===== src/rtl/bsde_pkg.sv =====
package bsde_pkg;

    localparam int NBINS = 128;
    localparam int BW    = $clog2(NBINS + 1);
    localparam int AW    = $clog2(NBINS);
    localparam int SW    = 10;

    localparam logic [14:0] MEAN_INIT  = 15'd10240;
    localparam logic [14:0] MAXQ9      = 15'd16384;
    localparam logic [14:0] P_OFFSET   = 15'd1024;
    localparam logic [14:0] P_LOWER    = 15'd8704;
    localparam logic [14:0] P_SPREAD   = 15'd2816;
    localparam logic [25:0] H_MAX      = 26'd49152000;
    localparam logic [25:0] H_SAT      = 26'd67108863;
    localparam logic [21:0] H_LASTMAX  = 22'd4096000;
    localparam logic [25:0] H_MINTHR   = 26'd24576;
    localparam logic [10:0] MIN_HITS   = 11'd10;
    localparam logic [10:0] HITS_NC    = 11'd10;
    localparam logic [10:0] HITS_C     = 11'd1000;
    localparam logic [10:0] HIT_SAT    = 11'd2047;
    localparam logic [16:0] FRAC_ONE   = 17'd65536;
    localparam logic [16:0] FRAC_CAUS  = 17'd32768;
    localparam logic [16:0] FRAC_NCAUS = 17'd16384;
    localparam logic [11:0] FRAC_SLOPE = 12'd3277;
    localparam logic [7:0]  NO_DELAY   = 8'hFE;

    typedef struct packed {
        logic [14:0] mean;
        logic [25:0] hist;
    } t_bin;

    function automatic logic [5:0] popcount32(input logic [31:0] v);
        logic [31:0] t;
        t = v - ((v >> 1) & 32'o33333333333) - ((v >> 2) & 32'o11111111111);
        t = (t + (t >> 3)) & 32'o30707070707;
        t = t + (t >> 6);
        t = (t + (t >> 12) + (t >> 24)) & 32'o77;
        return t[5:0];
    endfunction

endpackage


===== src/rtl/bsde_far_ram.sv =====
module bsde_far_ram (
    input  logic                    i_clk,
    input  logic                    i_rst_n,
    input  logic                    i_push,
    input  logic [31:0]             i_spec,
    input  logic [bsde_pkg::AW-1:0] i_age,
    output logic [31:0]             o_hist,
    output logic [5:0]              o_pop
);

    logic [37:0]             mem [bsde_pkg::NBINS];
    logic [bsde_pkg::AW-1:0] r_head, n_head;
    logic [bsde_pkg::BW-1:0] r_fill;
    logic [bsde_pkg::AW-1:0] rd_addr;
    logic [37:0]             r_rd;
    logic                    r_rd_ok;

    always_comb begin
        if (r_head == bsde_pkg::AW'(bsde_pkg::NBINS - 1)) begin
            n_head = '0;
        end else begin
            n_head = r_head + 1'b1;
        end
        if (r_head >= i_age) begin
            rd_addr = r_head - i_age;
        end else begin
            rd_addr = bsde_pkg::AW'((bsde_pkg::BW + 1)'(r_head)
                      + (bsde_pkg::BW + 1)'(bsde_pkg::NBINS)
                      - (bsde_pkg::BW + 1)'(i_age));
        end
    end

    always_ff @(posedge i_clk) begin
        if (!i_rst_n) begin
            r_head  <= '0;
            r_fill  <= '0;
            r_rd_ok <= 1'b0;
        end else begin
            r_rd_ok <= bsde_pkg::BW'(i_age) < r_fill;
            if (i_push) begin
                r_head <= n_head;
                if (r_fill != bsde_pkg::BW'(bsde_pkg::NBINS)) begin
                    r_fill <= r_fill + 1'b1;
                end
            end
        end
    end

    always_ff @(posedge i_clk) begin
        if (i_push) begin
            mem[n_head] <= {i_spec, bsde_pkg::popcount32(i_spec)};
        end
        r_rd <= mem[rd_addr];
    end

    assign o_hist = r_rd_ok ? r_rd[37:6] : 32'd0;
    assign o_pop  = r_rd_ok ? r_rd[5:0]  : 6'd0;

endmodule


===== config.mk =====
export PLATFORM = sky130hd
export DESIGN_NAME = bsde_far_ram
export DESIGN_NICKNAME = d
export VERILOG_FILES = /design/src/rtl/bsde_pkg.sv /design/src/rtl/bsde_far_ram.sv
export SDC_FILE = /design/constraint.sdc
export NUM_CORES = 2
export LEC_CHECK = 0
export BUFFER_PORTS_ARGS = -buffer_cell sky130_fd_sc_hd__buf_4
export CORE_MARGIN = 1
export CORE_UTILIZATION = 57
export DETAILED_ROUTE_END_ITERATION = 10
export GPL_ROUTABILITY_DRIVEN = 1
export MAX_ROUTING_LAYER = met4
export PLACE_DENSITY = 0.75
export SLEW_MARGIN = 30
export SYNTH_ARGS = -nofsm -noshare
export SYNTH_HDL_FRONTEND = slang
export SYNTH_MEMORY_MAX_BITS = 65536
export SYNTH_SLANG_ARGS = --single-unit

===== constraint.sdc =====
create_clock -name i_clk -period 15.85 [get_ports i_clk]
set_input_delay 4.755 -clock i_clk [delete_from_list [all_inputs] [get_ports i_clk]]
set_output_delay 4.755 -clock i_clk [all_outputs]
set_load 0.02 [all_outputs]

# Word-level counts from Yosys, hierarchy flattened
# Memory sizes are Yosys's and may differ from the RTL's. A register that Yosys moved wholly into a read port is not among the register bits.
# Cells that the tools add are included.
dict set report classes {
  order_cmp 2
  n_eq_ne 2
  n_mux 6
  n_reduce_logical 1
  add_sub_neg 11
}
# op count
set ops {}
lappend ops {{$add 32x29->32} 1}
lappend ops {{$mux 32} 1}
lappend ops {{$sub 32x28->32} 1}
lappend ops {{$sub 32x31->32} 1}
lappend ops {{$add 27x26->28} 1}
lappend ops {{$add 7x1->7 const B} 2}
lappend ops {{$mux 7} 2}
lappend ops {{$sub 7x7->7} 2}
lappend ops {{$add 8x1->8 const B} 1}
lappend ops {{$lt 7x8->1} 1}
lappend ops {{$ne 8x8->1 const B} 1}
lappend ops {{$eq 7x7->1 const B} 1}
lappend ops {{$ge 7x7->1} 1}
lappend ops {{$add 6x4->6} 1}
lappend ops {{$add 6x6->6} 1}
lappend ops {{$mux 6} 1}
lappend ops {{$mux 1} 2}
lappend ops {{$reduce_and 2->1} 1}
dict set report word_totals {
  reg_bits 16
  in_bits 42
  ramBits 4864
  word_cells 26
  mem_count 1
}
# memory words word_bits rd rd_clocked_by_memory_dff write_ports line_no
set mem_list {}
lappend mem_list {mem 128 38 1 1 1 bsde_far_ram.sv:11} ;# logic [37:0] mem [bsde_pkg::NBINS];

# Logic depth before layout (Yosys ltp)
dict set report logic_depth {
  word_depth 6
  depth_mapped 29
}

# Worst setup path before layout
# No wires, ideal clock.
dict set report synth_timing {
  kind {input-to-reg}
  start {in i_spec[3]}
  end {mem mem[0][3], data pin}
  stages 25
  setup_slack_ps 327
  t_required_ps 14922
  t_arrival_ps 14595
  cell_sequence {inv_1 -> fa_1 -> inv_1 -> fa_1 -> nand2_1 -> o2111a_1 -> a21bo_2 -> or3b_2 -> xnor2_1 -> ha_1 -> a21oi_1 -> nand4_1 -> a221o_1 -> maj3_1 -> a21oi_1 -> o211ai_2 -> o31ai_1 -> xnor2_1 -> ha_1 -> fa_1 -> fa_1 -> ha_1 -> inv_1 -> fa_1 -> xnor2_1}
}
dict set report synth_between {
  elab_chain_len 6
}
# element line_no
set synth_rtl {}
lappend synth_rtl {{from (decl)} bsde_far_ram.sv:5} ;# input logic [31:0] i_spec,
lappend synth_rtl {{$sub 32x31->32 *} bsde_pkg.sv:34} ;# t = v - ((v >> 1) & 32'o33333333333) - ((v >> 2) & 32'o11111111111);
lappend synth_rtl {{$sub 32x28->32 *} bsde_pkg.sv:34}
lappend synth_rtl {{$add 32x29->32 *} bsde_pkg.sv:35} ;# t = (t + (t >> 3)) & 32'o30707070707;
lappend synth_rtl {{$add 27x26->28 *} bsde_pkg.sv:36} ;# t = t + (t >> 6);
lappend synth_rtl {{$add 6x6->6} bsde_pkg.sv:37} ;# t = (t + (t >> 12) + (t >> 24)) & 32'o77;
lappend synth_rtl {{$add 6x4->6 *} bsde_pkg.sv:37}
lappend synth_rtl {{to (decl)} bsde_far_ram.sv:11}
# Every way passes the cells marked *; elsewhere a longest branch is shown, timed or not.

# Worst setup path after layout
dict set report layout_timing {
  start {in i_spec[1]}
  end {mem mem[127][4], data pin}
}
# The elaborated chain is that of the path after synthesis.

==> impl_metrics.csv <==
group,metric,value,unit
setup_path,rr_startpoint,"r_head[0]",
placement,portBuffers,79,
global_routing,grt_pass1_vias,93896,
logic_synthesis,async_flop_share,0,%
setup_path,end_kind,"flip-flop",
final_layout,area_growth,12.1,%
floorplanning,io_pins,80,
route,num_vias,93171,
route,dr.pass1.iters,5,
logic_synthesis,synth-seq-cells,4918,
placement,place_hpwl,273,mm
logic_synthesis,synth_cell_types,76,
setup_path,crit_arrival,13540,ps
setup_path,timing.rr.end,"r_rd[27]",
clocking,clkSinkCount,4918,
floorplanning,die_w,580,µm
setup_path,r2r_cells,12,
sta,period_share,81.3,%
sta,max_slew_margin,27.1,%
placement,preCtsSetupSlack,1990,ps
sta,slew_viol_final,0,
final_layout,layout-drive-gt1-share,31.8,%
clocking,cts_root_buffer,"clkbuf_16",
floorplanning,dieArea,0.337,mm²
worst_hold_path,hold_start,"r_fill[1]",
setup_path,required,16510,ps
global_routing,antenna_found_initial,63,
route,antenna_left,0,
final_layout,final_util,64.4,%
power_and_ir_drop,peakVddDrop,1.98,mV
sta,setup_tns,0,ps
final_layout,nets,8474,
clocking,cts_resized,0,
power_and_ir_drop,p_leak,66.3,nW
route,wirelength,536,mm
sta,worst_slew_pin_slew,1090,ps
worst_hold_path,hold_end,"r_fill[1]",
sta,layout_setup_ws,2960,ps
sta,skew,57.5,ps
clocking,cts_tree,"built",
global_routing,grtUsageTotal,33.0,%
clocking,ctsHoldBuffers,0,
clocking,clock_latency,1010,ps
logic_synthesis,yosysMostFrequentCell,"edfxtp_1",
setup_path,cpPeakStageDelay,690,ps
job,drv_cap,0,
route,drt-wirelength-per-cell,40.8,µm
logic_synthesis,synthesis.nets,8064,
worst_hold_path,hold_path.class,"reg2reg",
logic_synthesis,yosysTopAreaCellShare,76.6,%
placement,gp_congestion,0.916,
floorplanning,coreArea,0.332,mm²
sta,grt_setup_unrepaired,"false",
logic_synthesis,synthesis.area,0.191,mm²
floorplanning,chipHeight,580,µm
clocking,cts_buffers,458,
global_routing,grt_start_max_net_pins,137,
setup_path,crit_type,"in2reg",
logic_synthesis,synthFlopType,"edfxtp_1",
setup_path,startpoint_type,"input pin",
global_routing,overflow,0,
logic_synthesis,synthTopCellsByArea,"edfxtp_1, mux4_2, dfxtp_1",
sta,fmax,77.6,MHz
route,drc,0,
final_layout,final_cell_area,0.214,mm²
sta,setup_violations,0,
clocking,htreeDepth,5,
placement,placed_area,0.199,mm²
logic_synthesis,avgSynthCellArea,24.1,µm²
global_routing,grt_pass1_wl,741,mm
clocking,postCtsSetupRepairBufs,0,
sta,hold_viol_final,0,
power_and_ir_drop,powerDensity,202,mW/mm²
floorplanning,start_util,57.5,%
setup_path,ff2ff_setup_slack,9830,ps
logic_synthesis,yosys_warnings,0,
setup_path,slowest_stage,"buf_6",
clocking,clk_path_buf_depth,4,
route,drt-initial-drc-count,15412,
route,vias_per_cell,7.10,
logic_synthesis,synth_edf_count,4864,
clocking,clkTransAtPathRegs,60,ps
setup_path,cp_max_fo,128,
floorplanning,rows,211,
sta,fin_crit,12890,ps
status,status,"finished clean",
worst_hold_path,holdPathStages,2,
logic_synthesis,synthTopCellsByCount,"edfxtp_1, mux4_2, clkbuf_1",
logic_synthesis,netlist_instances,7905,
logic_synthesis,synth_area_leader_cell,"edfxtp_1",
logic_synthesis,synth_seq_area_share,77.2,%
-- critical path, delay by kind of cell --
family | cells | cell delay, ps
AO/OA/AOI/OAI | 10 | 2480
XOR/XNOR | 4 | 780
adder cells (fa/ha/maj) | 8 | 3100
buffers and inverters | 3 | 1410
AND/OR/NAND/NOR | 3 | 840
-- metal layers --
metal  vias up  GRT usage (%)  wire [µm]
met3      1473           7.40      70400
met1     49124           42.3     177000
met5         -              -          0
li1      34801              -          -
met2      7773           50.3     256000
met4         0           16.7      32000
-- final cells by class --
type,instances,area (µm²)
antenna,61,153
clock buffer,574,12100
clock inverter,271,2510
sequential,4918,147000
tap,4366,5460
timing repair buffer,344,3110
multi-input combinational,2526,42900
inverter,67,256
fill,20322,118000
-- layout by cell type, fill, tap and decap left out, drive strengths merged, types with 38 or more instances in the layout --
master  instances
clkbuf        574
bufinv         43
xnor2          44
edfxtp       4864
o21ai          94
mux2           76
mux2i          79
inv            80
buf           344
diode          61
fa             38
mux4         1520
dfxtp          54
clkinv        205
nor2          162
ha             79
and2           52
o211ai         42
nand2         124
-- how the worst max path moves through the flow --
| stage | cells after the start | end | startpoint |
|---|---|---|---|
| after CTS | 28 | mem[127][4] | i_spec[1] |
| after floorplan | 25 | mem[0][3] | i_spec[3] |
| after global routing | 28 | mem[100][4] | i_spec[1] |
| after global placement | 29 | mem[101][5] | i_spec[1] |
| final | 28 | mem[127][4] | i_spec[1] |
| after detailed placement | 28 | mem[127][4] | i_spec[1] |
-- where the power goes --
| group | leakage [nW] | switching, mW | internal [mW] |
|---|---|---|---|
| clock network | 7.17 | 4.76 | 6.10 |
| logic | 15.0 | 8.74 | 2.27 |
| registers | 44.1 | 0.0614 | 21.2 |
| total | 66.3 | 13.6 | 29.5 |
-- flip-flops by register name, indices dropped and copies added (netlist names) --
register and cells:
mem 4864, r_rd 38, r_fill 8, r_rd_ok 1, r_head 7
-- cells by family (layout without fill, tap and decap cells) --
| family | Yosys count | after routing | synth area share (%) |
|---|---|---|---|
| adders and majority gates | 119 | 119 | 0.929 |
| xor gates and xnor gates | 70 | 70 | 0.326 |
| buffers and inverters | 461 | 1256 | 0.910 |
| AOI/OAI and AO/OA | 232 | 232 | 0.801 |
| muxes | 1675 | 1675 | 18.8 |
| and+or+nand+nor | 430 | 430 | 1.04 |
| other | 0 | 61 | 0 |
| DFF | 4918 | 4918 | 77.2 |
-- metrics by stage --
stage	total power [mW]	std cells	hold WS [ps]
floorplan	21.6	7905	471
global placement	30.9	12210	487
detailed placement	32.7	12214	513
CTS	43.3	13059	522
global route	44.0	13115	555
finish	43.1	13127	517
No activity file was read; power rests on OpenSTA's default activity.
